==> src/weighted_moving_average_defines.svh <==
`ifndef WEIGHTED_MOVING_AVERAGE_DEFINES_SVH
`define WEIGHTED_MOVING_AVERAGE_DEFINES_SVH

// Concurrent check on an explicit clock and active-low reset.
`define WMA_ASSERT(lbl, clk, rst_n, prop, msg) \
  lbl: assert property (@(posedge clk) disable iff (!rst_n) prop) \
    else $error(msg);

// Same check on the house clock and reset names.
`define WMA_ASSERT_CLK(lbl, prop, msg) `WMA_ASSERT(lbl, clk_i, rst_ni, prop, msg)

`endif

==> src/wma_pkg.sv <==
package wma_pkg;

  localparam int unsigned HIST_W          = 16;
  localparam int unsigned WIN_W           = 5;
  localparam int unsigned WGT_W           = 8;
  localparam int unsigned CFG_W           = 8;
  localparam int unsigned WGT_MAX         = 255;
  localparam int unsigned MAX_SAMPLES_DEF = 16;

  localparam logic [WIN_W-1:0] WINDOW_RST = 5'd4;
  localparam logic [WGT_W-1:0] WEIGHT_RST = 8'd1;

  localparam int HIST_MAX = 32767;
  localparam int HIST_MIN = -32768;
  localparam logic signed [HIST_W-1:0] AVG_MAX = 16'sh7FFF;
  localparam logic signed [HIST_W-1:0] AVG_MIN = 16'sh8000;

  typedef enum logic {
    OP_PUSH = 1'b0,
    OP_FILL = 1'b1
  } wma_op_e;

  typedef enum logic {
    REG_WINDOW_LEN = 1'b0,
    REG_WEIGHT     = 1'b1
  } cfg_reg_e;

  typedef enum logic {
    ALU_ADD = 1'b0,
    ALU_SUB = 1'b1
  } alu_op_e;

  typedef enum logic [3:0] {
    S_IDLE,
    S_FILL,
    S_PROD,
    S_WALK,
    S_STORE,
    S_ABS,
    S_DIV,
    S_SIGN,
    S_DONE
  } wma_state_e;

  typedef struct packed {
    wma_op_e                  op;
    logic signed [HIST_W-1:0] sample;
  } in_word_t;

  typedef struct packed {
    logic signed [HIST_W-1:0] average;
    logic                     div_error;
  } out_word_t;

endpackage

==> src/wma_hist.sv <==
module wma_hist #(
  parameter int unsigned DEPTH = wma_pkg::MAX_SAMPLES_DEF + 1,
  localparam int unsigned ADDR_W = $clog2(DEPTH)
) (
  input  logic                                clk_i,
  input  logic                                rst_ni,
  input  logic                                we_i,
  input  logic [ADDR_W-1:0]                   waddr_i,
  input  logic signed [wma_pkg::HIST_W-1:0]   wdata_i,
  input  logic [ADDR_W-1:0]                   raddr_i,
  output logic signed [wma_pkg::HIST_W-1:0]   rdata_o
);
  import wma_pkg::*;

  logic signed [HIST_W-1:0] mem_q [DEPTH];
  logic signed [HIST_W-1:0] rdata_q;
  logic [DEPTH-1:0]         vld_q;
  logic                     rvld_q;

  always_ff @(posedge clk_i) begin
    if (we_i) begin
      mem_q[waddr_i] <= wdata_i;
    end
    rdata_q <= mem_q[raddr_i];
  end

  // entries never written read as zero
  always_ff @(posedge clk_i or negedge rst_ni) begin
    if (!rst_ni) begin
      vld_q  <= '0;
      rvld_q <= 1'b0;
    end else begin
      if (we_i) begin
        vld_q[waddr_i] <= 1'b1;
      end
      rvld_q <= vld_q[raddr_i];
    end
  end

  assign rdata_o = rvld_q ? rdata_q : '0;

endmodule

==> src/wma_alu.sv <==
module wma_alu #(
  parameter int unsigned W = 25
) (
  input  wma_pkg::alu_op_e   op_i,
  input  logic [W-1:0]       a_i,
  input  logic [W-1:0]       b_i,
  output logic [W-1:0]       y_o
);
  import wma_pkg::*;

  logic [W-1:0] b_eff;
  logic         cin;

  // subtract as add of the inverted operand plus one
  always_comb begin
    unique case (op_i)
      ALU_ADD: begin
        b_eff = b_i;
        cin   = 1'b0;
      end
      ALU_SUB: begin
        b_eff = ~b_i;
        cin   = 1'b1;
      end
      default: begin
        b_eff = b_i;
        cin   = 1'b0;
      end
    endcase
  end

  assign y_o = a_i + b_eff + W'(cin);

endmodule

==> src/weighted_moving_average.sv <==
// Weighted moving average of signed 16-bit samples.
// Input channel (in_valid_i / in_stall_o / in_word_i): a word is taken when
// valid is high and stall is low. A push word averages the new sample with
// the stored history (newest sample counted weight times); a fill word
// writes its sample into every history entry and gives no result.
// Output channel (out_valid_o / out_stall_i / out_word_o): one word per
// push, held in an output register until the receiver takes it.
// Configuration: cfg_we_i writes cfg_wdata_i into window_len (index 0) or
// weight (index 1) at the clock edge; write only while the block is idle.
// Timing: one word at a time. A push holds in_stall_o high while it walks
// the n entries of the effective window through the history's single read
// port and runs the restoring divide, one quotient bit per step on the
// shared adder over the SUM_W-bit sum (SUM_W = 25 at 16 entries); the result
// passes S_SIGN and S_DONE into the output register. A zero divisor skips
// the divide. A fill holds stall while it writes every history entry in
// turn.
// A receiver that stalls the output register keeps the finished result in
// the sequencer, and no new word is taken until it moves on.
// Reset clears the fill count, the history (through per-entry valid bits)
// and the output valid, and loads window_len = 4 and weight = 1.
`include "weighted_moving_average_defines.svh"

module weighted_moving_average #(
  parameter int unsigned MAX_SAMPLES = wma_pkg::MAX_SAMPLES_DEF
) (
  input  logic                          clk_i,
  input  logic                          rst_ni,
  input  logic                          in_valid_i,
  output logic                          in_stall_o,
  input  wma_pkg::in_word_t             in_word_i,
  output logic                          out_valid_o,
  input  logic                          out_stall_i,
  output wma_pkg::out_word_t            out_word_o,
  input  logic                          cfg_we_i,
  input  wma_pkg::cfg_reg_e             cfg_idx_i,
  input  logic [wma_pkg::CFG_W-1:0]     cfg_wdata_i
);
  import wma_pkg::*;

  localparam int unsigned DEPTH  = MAX_SAMPLES + 1;
  localparam int unsigned CNT_W  = $clog2(DEPTH);
  localparam int unsigned ADDR_W = CNT_W;
  localparam int unsigned CMP_W  = (CNT_W > WIN_W) ? CNT_W : WIN_W;
  localparam int unsigned DIV_W  = ((CNT_W > WGT_W) ? CNT_W : WGT_W) + 1;
  // worst-case |sum| is (WGT_MAX + MAX_SAMPLES) * 2^15, plus a sign bit
  localparam int unsigned SUM_W  = HIST_W + $clog2(WGT_MAX + 1 + MAX_SAMPLES);
  localparam int unsigned STEP_W = $clog2(SUM_W + 1);
  localparam int unsigned PROD_W = HIST_W + WGT_W + 1;

  wma_state_e state_q, state_d;

  logic [WIN_W-1:0]         window_q;
  logic [WGT_W-1:0]         weight_q;
  logic [CNT_W-1:0]         count_q, count_d;
  logic [CNT_W-1:0]         n_q, n_d;
  logic [DIV_W-1:0]         div_q, div_d;
  logic [ADDR_W-1:0]        idx_q, idx_d;
  logic [STEP_W-1:0]        step_q, step_d;
  logic                     neg_q, neg_d;
  logic                     err_q, err_d;
  logic                     out_valid_q, out_valid_d;
  out_word_t                out_q, out_d;

  logic signed [HIST_W-1:0] samp_q, samp_d;
  logic signed [SUM_W-1:0]  acc_q, acc_d;
  logic [DIV_W-1:0]         rem_q, rem_d;

  // count update and divisor for a push
  logic [CMP_W-1:0]         cnt_ext, win_ext;
  logic [CNT_W-1:0]         cnt_new;
  logic [DIV_W-1:0]         div_sum;
  logic signed [PROD_W-1:0] prod;

  // history memory port
  logic                     hist_we;
  logic [ADDR_W-1:0]        hist_waddr, hist_raddr;
  logic signed [HIST_W-1:0] hist_wdata, hist_rdata;
  logic [ADDR_W:0]          raddr_next;

  // shared adder
  alu_op_e                  alu_op;
  logic [SUM_W-1:0]         alu_a, alu_b, alu_y;
  logic [DIV_W:0]           trial;
  logic                     out_free;
  logic signed [HIST_W-1:0] avg_sat;

  wma_hist #(
    .DEPTH (DEPTH)
  ) u_hist (
    .clk_i   (clk_i),
    .rst_ni  (rst_ni),
    .we_i    (hist_we),
    .waddr_i (hist_waddr),
    .wdata_i (hist_wdata),
    .raddr_i (hist_raddr),
    .rdata_o (hist_rdata)
  );

  wma_alu #(
    .W (SUM_W)
  ) u_alu (
    .op_i (alu_op),
    .a_i  (alu_a),
    .b_i  (alu_b),
    .y_o  (alu_y)
  );

  // The count grows by one toward the window, saturating at MAX_SAMPLES, or
  // drops straight to a smaller window. The effective window is the new count.
  always_comb begin
    cnt_ext = CMP_W'(count_q);
    win_ext = CMP_W'(window_q);
    if (win_ext > cnt_ext) begin
      cnt_new = (count_q < CNT_W'(MAX_SAMPLES)) ? count_q + 1'b1 : count_q;
    end else begin
      cnt_new = CNT_W'(window_q);
    end
    div_sum = DIV_W'(cnt_new) + DIV_W'(weight_q);
  end

  assign prod  = $signed({1'b0, weight_q}) * samp_q;
  assign trial = {rem_q, acc_q[SUM_W-1]};

  // Prefetch the entry after the next one; past the top it is never used.
  assign raddr_next = {1'b0, idx_q} + (ADDR_W + 1)'(2);

  always_comb begin
    if (acc_q > HIST_MAX) begin
      avg_sat = AVG_MAX;
    end else if (acc_q < HIST_MIN) begin
      avg_sat = AVG_MIN;
    end else begin
      avg_sat = acc_q[HIST_W-1:0];
    end
  end

  assign out_free   = !out_valid_q || !out_stall_i;
  assign in_stall_o = (state_q != S_IDLE);

  always_comb begin
    state_d     = state_q;
    count_d     = count_q;
    n_d         = n_q;
    div_d       = div_q;
    idx_d       = idx_q;
    step_d      = step_q;
    neg_d       = neg_q;
    err_d       = err_q;
    samp_d      = samp_q;
    acc_d       = acc_q;
    rem_d       = rem_q;
    out_d       = out_q;
    out_valid_d = out_valid_q;

    hist_we     = 1'b0;
    hist_waddr  = idx_q;
    hist_wdata  = samp_q;
    hist_raddr  = ADDR_W'(1);

    alu_op      = ALU_ADD;
    alu_a       = acc_q;
    alu_b       = SUM_W'(hist_rdata);

    // drop the held word once the receiver takes it
    if (out_valid_q && !out_stall_i) begin
      out_valid_d = 1'b0;
    end

    unique case (state_q)
      S_IDLE: begin
        if (in_valid_i) begin
          samp_d = in_word_i.sample;
          idx_d  = '0;
          if (in_word_i.op == OP_FILL) begin
            state_d = S_FILL;
          end else begin
            state_d = S_PROD;
          end
        end
      end

      // write the fill value into one entry per cycle
      S_FILL: begin
        hist_we = 1'b1;
        if (idx_q == ADDR_W'(MAX_SAMPLES)) begin
          state_d = S_IDLE;
        end else begin
          idx_d = idx_q + 1'b1;
        end
      end

      // settle the count, seed the sum with weight * sample, fetch entry 1
      S_PROD: begin
        count_d    = cnt_new;
        n_d        = cnt_new;
        div_d      = div_sum;
        err_d      = (div_sum == '0);
        acc_d      = SUM_W'(prod);
        idx_d      = '0;
        hist_raddr = ADDR_W'(1);
        if (cnt_new == '0) begin
          state_d = S_STORE;
        end else begin
          state_d = S_WALK;
        end
      end

      // entry idx+1 arrives: move it down one place and add it
      S_WALK: begin
        hist_we    = 1'b1;
        hist_wdata = hist_rdata;
        hist_raddr = (raddr_next > (ADDR_W + 1)'(MAX_SAMPLES)) ? '0 : raddr_next[ADDR_W-1:0];
        acc_d      = alu_y;
        if ((idx_q + 1'b1) == n_q) begin
          state_d = S_STORE;
        end else begin
          idx_d = idx_q + 1'b1;
        end
      end

      // newest sample goes to the top of the window
      S_STORE: begin
        hist_we    = 1'b1;
        hist_waddr = n_q;
        if (err_q) begin
          acc_d   = '0;
          state_d = S_DONE;
        end else begin
          state_d = S_ABS;
        end
      end

      // divide on magnitudes, remember the sign
      S_ABS: begin
        alu_op = ALU_SUB;
        alu_a  = '0;
        alu_b  = acc_q;
        neg_d  = acc_q[SUM_W-1];
        if (acc_q[SUM_W-1]) begin
          acc_d = alu_y;
        end
        rem_d   = '0;
        step_d  = '0;
        state_d = S_DIV;
      end

      // one restoring step per cycle; quotient bits shift into acc
      S_DIV: begin
        alu_op = ALU_SUB;
        alu_a  = SUM_W'(trial);
        alu_b  = SUM_W'(div_q);
        if (!alu_y[SUM_W-1]) begin
          rem_d = alu_y[DIV_W-1:0];
          acc_d = {acc_q[SUM_W-2:0], 1'b1};
        end else begin
          rem_d = trial[DIV_W-1:0];
          acc_d = {acc_q[SUM_W-2:0], 1'b0};
        end
        step_d = step_q + 1'b1;
        if (step_q == STEP_W'(SUM_W - 1)) begin
          state_d = S_SIGN;
        end
      end

      // truncation toward zero: negate the magnitude quotient if the sum was negative
      S_SIGN: begin
        alu_op = ALU_SUB;
        alu_a  = '0;
        alu_b  = acc_q;
        if (neg_q) begin
          acc_d = alu_y;
        end
        state_d = S_DONE;
      end

      // hold the result until the output register is free
      S_DONE: begin
        if (out_free) begin
          out_d.average   = avg_sat;
          out_d.div_error = err_q;
          out_valid_d     = 1'b1;
          state_d         = S_IDLE;
        end
      end

      default: begin
        state_d = S_IDLE;
      end
    endcase
  end

  always_ff @(posedge clk_i or negedge rst_ni) begin
    if (!rst_ni) begin
      state_q     <= S_IDLE;
      window_q    <= WINDOW_RST;
      weight_q    <= WEIGHT_RST;
      count_q     <= '0;
      n_q         <= '0;
      div_q       <= '0;
      idx_q       <= '0;
      step_q      <= '0;
      neg_q       <= 1'b0;
      err_q       <= 1'b0;
      out_valid_q <= 1'b0;
    end else begin
      state_q     <= state_d;
      count_q     <= count_d;
      n_q         <= n_d;
      div_q       <= div_d;
      idx_q       <= idx_d;
      step_q      <= step_d;
      neg_q       <= neg_d;
      err_q       <= err_d;
      out_valid_q <= out_valid_d;
      if (cfg_we_i) begin
        unique case (cfg_idx_i)
          REG_WINDOW_LEN: window_q <= cfg_wdata_i[WIN_W-1:0];
          REG_WEIGHT:     weight_q <= cfg_wdata_i[WGT_W-1:0];
          default:        window_q <= window_q;
        endcase
      end
    end
  end

  always_ff @(posedge clk_i) begin
    samp_q <= samp_d;
    acc_q  <= acc_d;
    rem_q  <= rem_d;
    out_q  <= out_d;
  end

  assign out_valid_o = out_valid_q;
  assign out_word_o  = out_q;

  `WMA_ASSERT_CLK(a_cnt_max, count_q <= CNT_W'(MAX_SAMPLES), "fill count above depth")
  `WMA_ASSERT_CLK(a_walk_idx, state_q == S_WALK |-> idx_q < n_q, "walk past window")
  `WMA_ASSERT_CLK(a_err_zero, out_valid_q && out_q.div_error |-> out_q.average == '0,
                  "error word with nonzero average")
  `WMA_ASSERT_CLK(a_load_done, $rose(out_valid_q) |-> $past(state_q) == S_DONE,
                  "result loaded outside done state")
  `WMA_ASSERT_CLK(a_div_err, state_q == S_PROD |=> err_q == (div_q == '0),
                  "error flag disagrees with divisor")

endmodule
==> config.mk <==
export PLATFORM = sky130hd
export DESIGN_NAME = weighted_moving_average
export DESIGN_NICKNAME = d
export VERILOG_FILES = /design/src/wma_pkg.sv /design/src/wma_hist.sv /design/src/wma_alu.sv /design/src/weighted_moving_average.sv
export VERILOG_INCLUDE_DIRS = /design/src /design/src/src
export SDC_FILE = /design/constraint.sdc
export NUM_CORES = 1
export LEC_CHECK = 0
export ABC_CLOCK_PERIOD_IN_PS = 10400
export BUFFER_PORTS_ARGS = -buffer_cell sky130_fd_sc_hd__buf_2
export CELL_PAD_IN_SITES_DETAIL_PLACEMENT = 1
export CELL_PAD_IN_SITES_GLOBAL_PLACEMENT = 1
export CORE_ASPECT_RATIO = 0.8
export CORE_MARGIN = 3
export CORE_UTILIZATION = 30
export CTS_CLUSTER_SIZE = 30
export DETAILED_ROUTE_END_ITERATION = 10
export PLACE_DENSITY = 0.54
export SYNTH_ARGS = -nofsm -noshare
export SYNTH_HDL_FRONTEND = slang
export SYNTH_SLANG_ARGS = --single-unit
==> constraint.sdc <==
create_clock -name clk_i -period 10.4 [get_ports clk_i]
set_input_delay 2.08 -clock clk_i [delete_from_list [all_inputs] [get_ports clk_i]]
set_output_delay 2.08 -clock clk_i [all_outputs]
set_load 0.05 [all_outputs]
After elaboration in Yosys (flattened, before gate mapping). Memories as Yosys holds them, arrays and structs flattened. A register that Yosys moved wholly into a read port is not among the register bits. Index checks and enable logic that the tools add are counted.

Add/sub/neg operators: 7. Multiply operators: 1. Magnitude comparators: 8. Equality and inequality tests: 21. Mux-type cells: 44. Bitwise operators: 4. Reduce and logical (&&, ||, !) cells: 23.

Operator list (number): case mux 25 bit (2 select lines) (3); case mux 25 bit (6 select lines) (1); 2-to-1 mux 25 bit (3); 2-to-1 mux 16 bit (3); 2-to-1 mux 5 bit (8); case mux 4 bit (9 select lines) (1); adder 25 x 1 -> 25 bit (1); adder 25 bit (1); greater-than comparator 25 x 16 -> 1 bit, second input constant (1); < comparator 25 x 16 -> 1 bit, second input constant (1); multiplier 9 x 16 -> 25 bit (1); NOT 25 bit (1); 2-to-1 mux 4 bit (6); inequality test 2 bit, second input constant (10); case mux 5 bit (4 select lines) (1); case mux 9 bit (2 select lines) (1); OR 17 bit (1); == test 4 x 3 -> 1 bit, second input constant (4); adder 5 x 1 -> 5 bit, second input constant (3); < comparator 5 x 6 -> 1 bit, second input constant (2); == test 5 bit, second input constant (2); 2-to-1 mux 1 bit (10); case mux 5 bit (2 select lines) (1); adder 5 x 8 -> 9 bit (1); other kinds (31) (41).

Register bits after elaboration: 129. Memory bits (writable): 272. Output and inout port bits: 19. Logic and storage cells: 127. Memories: 1.

Memory list: u_hist.mem_q (words 17, bits a word 16, rd ports 1, clocked after Yosys merged registers in 1, write ports 1, RTL line wma_hist.sv:15) `logic signed [HIST_W-1:0] mem_q [DEPTH];`.

Logic depth before layout (Yosys ltp). Gate-level depths: netlist of the first run.

Depth after elaboration: 9. Depth in mapped cells: 20. Mapped depth without buffers: 19.

Cells and area by module. A second synthesis of the first run with hierarchy kept.

Cells, all modules: 1990. Area, all modules: 24219.5 um2.

By module, submodules not included: wma_hist (instances 1, cells an instance 626, area an instance 11703.7 um2, seq. area each 8938.6 um2); weighted_moving_average (instances 1, cells an instance 1164, area an instance 11048.1 um2, seq. area each 3115.5 um2); wma_alu (instances 1, cells an instance 200, area an instance 1467.7 um2, seq. area each 0.0 um2).

Least setup slack after synthesis of the first run. OpenSTA, ideal clock, no wires.

Kind: register to register. From: reg weight_q[0]. To: reg acc_q[21], data pin. Setup time: 0.266 ns. Data arrival time: 4.898 ns. Required time: 10.134 ns. Setup slack: 5.236 ns. Cell stages (with the launch flop): 21. Cell sequence: dfstp_2 > clkbuf_1 > clkbuf_1 > nand2_1 > fa_1 > inv_1 > fa_1 > fa_1 > inv_1 > fa_1 > inv_1 > ha_1 > and3_1 > clkbuf_1 > and3_1 > nor3_1 > a21oi_1 > nor3_1 > nor4_1 > a211oi_1 > o31ai_1.

Word-level cells in the longest chain between the ends: 2.

Ends and longest elaborated chain: start: declaration (RTL line weighted_moving_average.sv:53) `logic [WGT_W-1:0] weight_q;`; start signal: assignment (RTL line weighted_moving_average.sv:318) `REG_WEIGHT: weight_q <= cfg_wdata_i[WGT_W-1:0];`; multiplier 9 x 16 -> 25 bit (RTL line weighted_moving_average.sv:121) `assign prod = $signed({1'b0, weight_q}) * samp_q;`; case mux 25 bit (6 select lines) (RTL line weighted_moving_average.sv:169) `unique case (state_q)`; via acc_d[21] (RTL line weighted_moving_average.sv:65) `logic signed [SUM_W-1:0] acc_q, acc_d;`; end signal: assignment (RTL line weighted_moving_average.sv:327) `acc_q <= acc_d;`; end: declaration (RTL line weighted_moving_average.sv:65).

The timed path passes the listed nets, and every way through them passes these cells. A chain may end at the register's enable or synchronous reset.

Worst setup path after layout of the first run.
From: reg weight_q[1]. To: reg acc_q[21], data pin.

The elaborated chain is that of the path after synthesis.

==> results of run 1 <==
==> flip-flops by register name (all words and copies together), names as in the netlist <==
signal	cells
out_word_o	17
win_ext	5
u_hist.rvld_q	1
idx_q	5
samp_q	16
state_q	4
step_q	5
div_q	9
neg_q	1
u_hist.rdata_q	16
err_q	1
out_valid_o	1
rem_q	9
weight_q	8
acc_q	25
u_hist.mem_q	272
n_q	5
u_hist.vld_q	17
==> stage by stage <==
| stage | utilization | hold WS, ps | instances |
|---|---|---|---|
| final | 0.3408 | 465.0 | 3294 |
| after global routing | 0.3408 | 482.5 | 3294 |
| after CTS | 0.3408 | 468.5 | 3294 |
| after detailed placement | 0.3224 | 451.5 | 3211 |
| after global placement | 0.3224 | 445.7 | 3211 |
| after floorplan | - | 425.1 | 2195 |
==> final timing paths <==
path	end	slack [ps]	cells past startpoint	startpoint
worst min register to register	u_hist.vld_q[4]	470	1	u_hist.vld_q[4]
worst max-delay path	acc_q[21]	4820	17	weight_q[1]
max in group asynchronous	u_hist.vld_q[7]	8010	2	rst_ni
worst max register to register	acc_q[21]	4820	17	weight_q[1]
worst min-delay path	u_hist.vld_q[4]	470	1	u_hist.vld_q[4]
min in group asynchronous	u_hist.vld_q[10]	1290	1	rst_ni
==> cell type report <==
| cell class | instances | area, um2 | share of cell area |
|---|---|---|---|
| well taps | 1034 | 1294 | 0.04801 |
| repair buffers | 96 | 600.6 | 0.02229 |
| clock inverters | 21 | 227.7 | 0.008451 |
| inverters | 176 | 660.6 | 0.02452 |
| flip-flops and latches | 417 | 12050 | 0.4473 |
| multi-input cells | 1488 | 10890 | 0.4041 |
| clock buffers | 62 | 1220 | 0.04527 |
==> cells in the mapped netlist (all sizes together), types with 6 or more instances <==
master / number / area share
edfxtp: 339 / 0.42
nand2: 339 / 0.053
inv: 176 / 0.028
fa: 104 / 0.087
nor2: 103 / 0.016
a21oi: 97 / 0.020
and2: 97 / 0.025
ha: 90 / 0.047
nand3: 89 / 0.019
clkbuf: 87 / 0.014
o21ai: 76 / 0.016
dfrtp: 60 / 0.063
mux2i: 44 / 0.018
xnor2: 34 / 0.012
o22ai: 33 / 0.0089
buf: 27 / 0.0065
a21o: 26 / 0.0081
a31oi: 25 / 0.0065
mux2: 23 / 0.011
nor3: 23 / 0.0048
nand2b: 22 / 0.0057
or2: 21 / 0.0055
xor2: 19 / 0.0069
a22oi: 17 / 0.0053
nor4: 17 / 0.0044
a211oi: 16 / 0.0052
dfxtp: 16 / 0.013
and3: 15 / 0.0039
nand4: 15 / 0.0039
nor2b: 14 / 0.0036
mux4: 12 / 0.011
a311oi: 10 / 0.0036
o221ai: 10 / 0.0036
a221oi: 8 / 0.0032
a22o: 8 / 0.0029
o211ai: 8 / 0.0025
o21a: 6 / 0.0019
or3: 6 / 0.0016
==> per-layer routing <==
metal | global-route usage | vias up
met5 | 0 | -
met4 | 0.03725 | 2
met3 | 0.03749 | 83
met2 | 0.2544 | 399
met1 | 0.2863 | 8828
li1 | - | 7795
==> kinds of logic after synthesis <==
group,share of synthesized area
mux,0.04037
simple gates,0.1507
xor+xnor,0.01932
flops,0.5018
fa+ha+maj,0.1335
compound gates,0.1067
buf+inv,0.04755
==> run summary, run 1 <==
CP max stage cell: dfrtp_1
Final Hold Violating Endpoints: 0
DRT Wirelength: 75570 um
WL met2: 30670 um
Yosys synthesis warning count: 0
Share of layout cells above drive strength 1: 0.1053
Largest delay contributor family on the critical path: adder cells
Post-synth EDFFs: 339
Global-route wire length before repair: 115400 um
Area grow syn2layout: 12.18%
CTS buffer count: 45
GRT Util Overall: 0.1821
RD Place Congestion: 0.8487
# rows: 92
Max Fanout on Critical Path: 19
Root buffer cell: clkbuf_16
Met1 Wirelength: 38580 um
Slew Viols, Final: 0
Post-synth cell types: 82
Worst path max stage delay: 840 ps
Fmax: 179.3 MHz
Arrival time of the worst setup path: 5910 ps
# Max-Cap Violations: 0
Resized cells post-CTS: 0
Clock sink count: 417
Total number of vias: 17110
Netlist Area Pre-Place: 0.02402 mm2
TritonRoute pass-1 iters: 5
Post-route antenna net violation count: 0
Grt total ovfl: 0
Buffers & Inverters on Critical Path: 3
Nets: 2449
Hold Path Class: reg2reg
Crit. End Element: flip-flop
Avg Synthesized Cell Area: 10.94 um2
Outcome: finished clean
Die Area: 0.08352 mm2
RSZ-0062 raised after global routing: false
Worst Skew: 33.30 ps
CP most frequent cell: fa_1
Diode count: 0
Largest net degree at the start of global routing: 61
CTS Buffer Depth: 3
Ports: 50
Crit share post-route: 0.5362
Port Buf Inserts: 49
Post-CTS setup buffers: 0
Drt drc: 0
Final instance area: 0.02695 mm2
Final setup fails: 0
Clock transition at path regs: 70 ps
Skew-Pair Late Insertion Delay: 610 ps
Synth Register Bits: 417
Pre-CTS setup slack: 4842 ps
Initial antenna violation count: 2
Async S/R FF share, synth: 0.1487
Dpl hpwl: 53370 um
Critical Path RT: 10730 ps
Worst-path cell chain: nand2_1 -> fa_1 -> inv_1 -> fa_1 -> fa_1 -> inv_1 -> fa_1 -> inv_1 -> ha_1 -> and3_1 -> and3_1 -> nor3_1 -> a21oi_1 -> nor3_1 -> nor4_1 -> a211oi_1 -> o31ai_1
Slew HR: 0.1489
1st-iter DRT viols: 1328
DIE WIDTH: 322.4 um
Total negative setup slack: 0 ps
H-tree depth: 2
Die Ht: 259.1 um
Initial Util: 0.3038
Post-place instance area: 0.02550 mm2
Fillers: 8643
Core area: 0.07908 mm2
Crit path kind: reg2reg
Syn Nets: 2420
Per-cell routed wire length: 22.94 um
Top sig layer: met5
Top FF cell, synth: edfxtp_1
Startpoint types: flip-flop
Seq/Total Area, Yosys: 0.5018
Routed vias/inst: 5.193
Final worst slack: 4824 ps
Vias in the first global route: 18050
Slew @ Worst Pin: 1268 ps
Fin crit period: 5576 ps
WL met3: 5010 um
Post-Syn Instances: 2195
CTS tree: done
Hold_buf cts: 0
Most frequent cells in the layout: nand2_1 (339), edfxtp_1 (339), inv_1 (176), fa_1 (104), a21oi_1 (97)
Power of run 1 is not shown: default switching activity piles up to over one toggle a cycle in this logic, so the estimate is an artifact.
==> inputs of run 2 (changes only) <==
--- a/config.mk
+++ b/config.mk
@@ -6,7 +6,8 @@
 export SDC_FILE = /design/constraint.sdc
 export NUM_CORES = 1
 export LEC_CHECK = 0
-export ABC_CLOCK_PERIOD_IN_PS = 10400
+export ABC_AREA = 1
+export ABC_CLOCK_PERIOD_IN_PS = 4750
 export BUFFER_PORTS_ARGS = -buffer_cell sky130_fd_sc_hd__buf_2
 export CELL_PAD_IN_SITES_DETAIL_PLACEMENT = 1
 export CELL_PAD_IN_SITES_GLOBAL_PLACEMENT = 1
@@ -15,7 +16,7 @@
 export CORE_UTILIZATION = 30
 export CTS_CLUSTER_SIZE = 30
 export DETAILED_ROUTE_END_ITERATION = 10
-export PLACE_DENSITY = 0.54
+export PLACE_DENSITY = 0.58
 export SYNTH_ARGS = -nofsm -noshare
 export SYNTH_HDL_FRONTEND = slang
 export SYNTH_SLANG_ARGS = --single-unit
==> constraint.sdc (replaced) <==
create_clock -name clk_i -period 4.75 [get_ports clk_i]
set_input_delay 0.95 -clock clk_i [delete_from_list [all_inputs] [get_ports clk_i]]
set_output_delay 0.95 -clock clk_i [all_outputs]
set_load 0.05 [all_outputs]
==> run 2 against run 1 <==
Compared with the run above: critical path depth increased by 2; routed wire length rose by 8.4%; final cell count up 28%; via count grew 19%; synthesized cell count rose by 32%; clock skew rose by 11 ps; sequential share of layout area is 4.8 points lower; synthesized area increased by 6.3%; utilization up 1.8 points; setup slack worse by 4700 ps; die area increased by 6.1%.
==> run summary, run 2 <==
Avg Synthesized Cell Area: 8.777 um2
Most common cell in the netlist: nand2_1
Synth area leader: edfxtp_1
Skew-Pair Late Insertion Delay: 610 ps
Nets: 3281
Seq/Total Area, Yosys: 0.4723
GRT Util Overall: 0.1834
Dpl hpwl: 58910 um
Post-place instance area: 0.02794 mm2
Most common cell after layout, fill and taps aside: nand2_1
Diode count: 0
DIE WIDTH: 332.1 um
Final Hold Violating Endpoints: 0
# Max-Cap Violations: 0
Share of layout cells above drive strength 1: 0.1443
Fillers: 9791
# rows: 95
Total negative setup slack: 0 ps
Final setup fails: 0
Pre-CTS setup slack: -295.2 ps
Synth top area cells: edfxtp_1 (40%), nand2_1 (9.4%), fa_1 (8.2%)
Startpoint types: flip-flop
TritonRoute pass-1 iters: 6
Largest register by flop count: u_hist.mem_q
Register-to-Register Path Depth: 19
Per-cell routed wire length: 19.48 um
Post-Syn Instances: 2908
1st-iter DRT viols: 1249
Top FF cell, synth: edfxtp_1
H-tree depth: 2
Yosys synthesis warning count: 0
Post-route antenna net violation count: 0
RSZ-0062 raised after global routing: true
Synth top cells by count: nand2_1 (639), inv_1 (550), edfxtp_1 (339), nand3_1 (307), nor2_1 (185)
Synth Register Bits: 417
Slew @ Worst Pin: 1145 ps
Final worst slack: 131.7 ps
Most frequent cells in the layout: nand2_1 (613), inv_1 (539), edfxtp_1 (339), nand3_1 (300), nor2_1 (163)
Fmax: 216.5 MHz
Hold WS: 456.9 ps
Crit. End Element: flip-flop
Crit path from: samp_q[6]
Fin crit period: 4618 ps
Hold Path Class: reg2reg
RD Place Congestion: 0.8663
Core area: 0.08416 mm2
R2R Path End: acc_q[20]
Port Buf Inserts: 49
Hold Crit Depth: 2
Crit path kind: reg2reg
CTS Buffer Depth: 3
Area grow syn2layout: 18.44%
Crit share post-route: 0.9723
Worst r2r src: samp_q[6]
Top flop regs: u_hist.mem_q (272), acc_q (25)
Drt drc: 0
Routed vias/inst: 4.857
Grt total ovfl: 0
CTS tree: done
Die Ht: 266.9 um
Post-synth cell types: 49
Largest net degree at the start of global routing: 121
Outcome: finished clean
DRT Wirelength: 81920 um
Hold wc startpoint: u_hist.vld_q[5]
Syn Nets: 3133
Hold path endpoint: u_hist.vld_q[5]
Global-route wire length before repair: 127200 um
Ports: 50
Async S/R FF share, synth: 0.1487
Initial antenna violation count: 0
Yosys top cell area share: 0.3988
Total number of vias: 20420
Root buffer cell: clkbuf_16
Clock sink count: 417
Post-synth EDFFs: 339
FF-to-FF setup slack: 130 ps
Die Area: 0.08864 mm2
Slew Viols, Final: 0
Final instance area: 0.03023 mm2
Netlist Area Pre-Place: 0.02552 mm2
Arrival time of the worst setup path: 4960 ps
CTS buffer count: 46
Critical Path RT: 5090 ps
Max reg flops: 272
Initial Util: 0.3033
Worst Skew: 44.59 ps
Slew HR: 0.2317
Vias in the first global route: 21460
Max Fanout on Critical Path: 4
Clock transition at path regs: 60 ps
## run 2: worst max-delay path, stage by stage (launching register included)
cell,delay [ps]
edfxtp_1,390
buf_4,160
buf_4,150
nand2_1,70
inv_1,50
fa_1,510
fa_1,470
fa_1,570
inv_2,50
fa_1,540
inv_1,70
ha_4,270
a21oi_4,170
a21boi_4,240
o21bai_4,80
nand3_2,80
nand2_2,60
or2_2,280
nand3_2,70
o211ai_1,80
## run 2: cell type report
| type | count | area (um2) | share of cell area |
|---|---|---|---|
| clock buffers | 68 | 1295 | 0.04284 |
| clock inverters | 14 | 148.9 | 0.004925 |
| inverters | 557 | 2093 | 0.06924 |
| repair buffers | 226 | 1693 | 0.05600 |
| flip-flops and latches | 417 | 12060 | 0.3989 |
| well taps | 1115 | 1395 | 0.04615 |
| multi-input cells | 1808 | 11550 | 0.3819 |
## run 2: worst max-delay path by stage
stage / endpoint / slack, ps / cells past startpoint
6_report: acc_q[20] / 130 / 19
5_1_grt: acc_q[24] / -100 / 18
4_1_cts: acc_q[23] / -20 / 20
3_5_place_dp: acc_q[22] / -300 / 19
3_3_place_gp: acc_q[22] / -190 / 19
2_1_floorplan: acc_q[20] / 10 / 20
## run 2: per-layer routing
| metal | track usage | wire length [um] | vias up |
|---|---|---|---|
| met3 | 0.02686 | 4042 | 75 |
| met4 | 0.03418 | 1212 | 0 |
| met2 | 0.2786 | 34850 | 399 |
| li1 | - | - | 9635 |
| met1 | 0.2779 | 41820 | 10310 |
| met5 | 0 | 0 | - |
## run 2: repair_timing
item,4_1_cts,5_1_grt
pin swaps,6,72
hold buffers,0,0
resized for setup,26,127
endpoints found under the setup margin,11,15
buffers inserted,5,21
gates cloned,0,0
## run 2: kinds of logic (layout without fill, tap and decap cells)
group,count (synthesis),in the layout,synth area share
adder cells (fa/ha/maj),194,194,0.1257
multiplexers,2,2,0.0008333
flip-flops,417,417,0.4723
buffers and inverters,683,865,0.1031
AO/OA/AOI/OAI,302,302,0.06441
AND/OR/NAND/NOR,1272,1272,0.2207
XOR/XNOR,38,38,0.01304
## run 2: metrics by stage
stage	util	std cells
2_1_floorplan	-	2908
3_3_place_gp	0.3320	4097
3_5_place_dp	0.3320	4097
4_1_cts	0.3510	4184
5_1_grt	0.3592	4205
6_report	0.3592	4205
Power of run 2 is left out for the same reason.
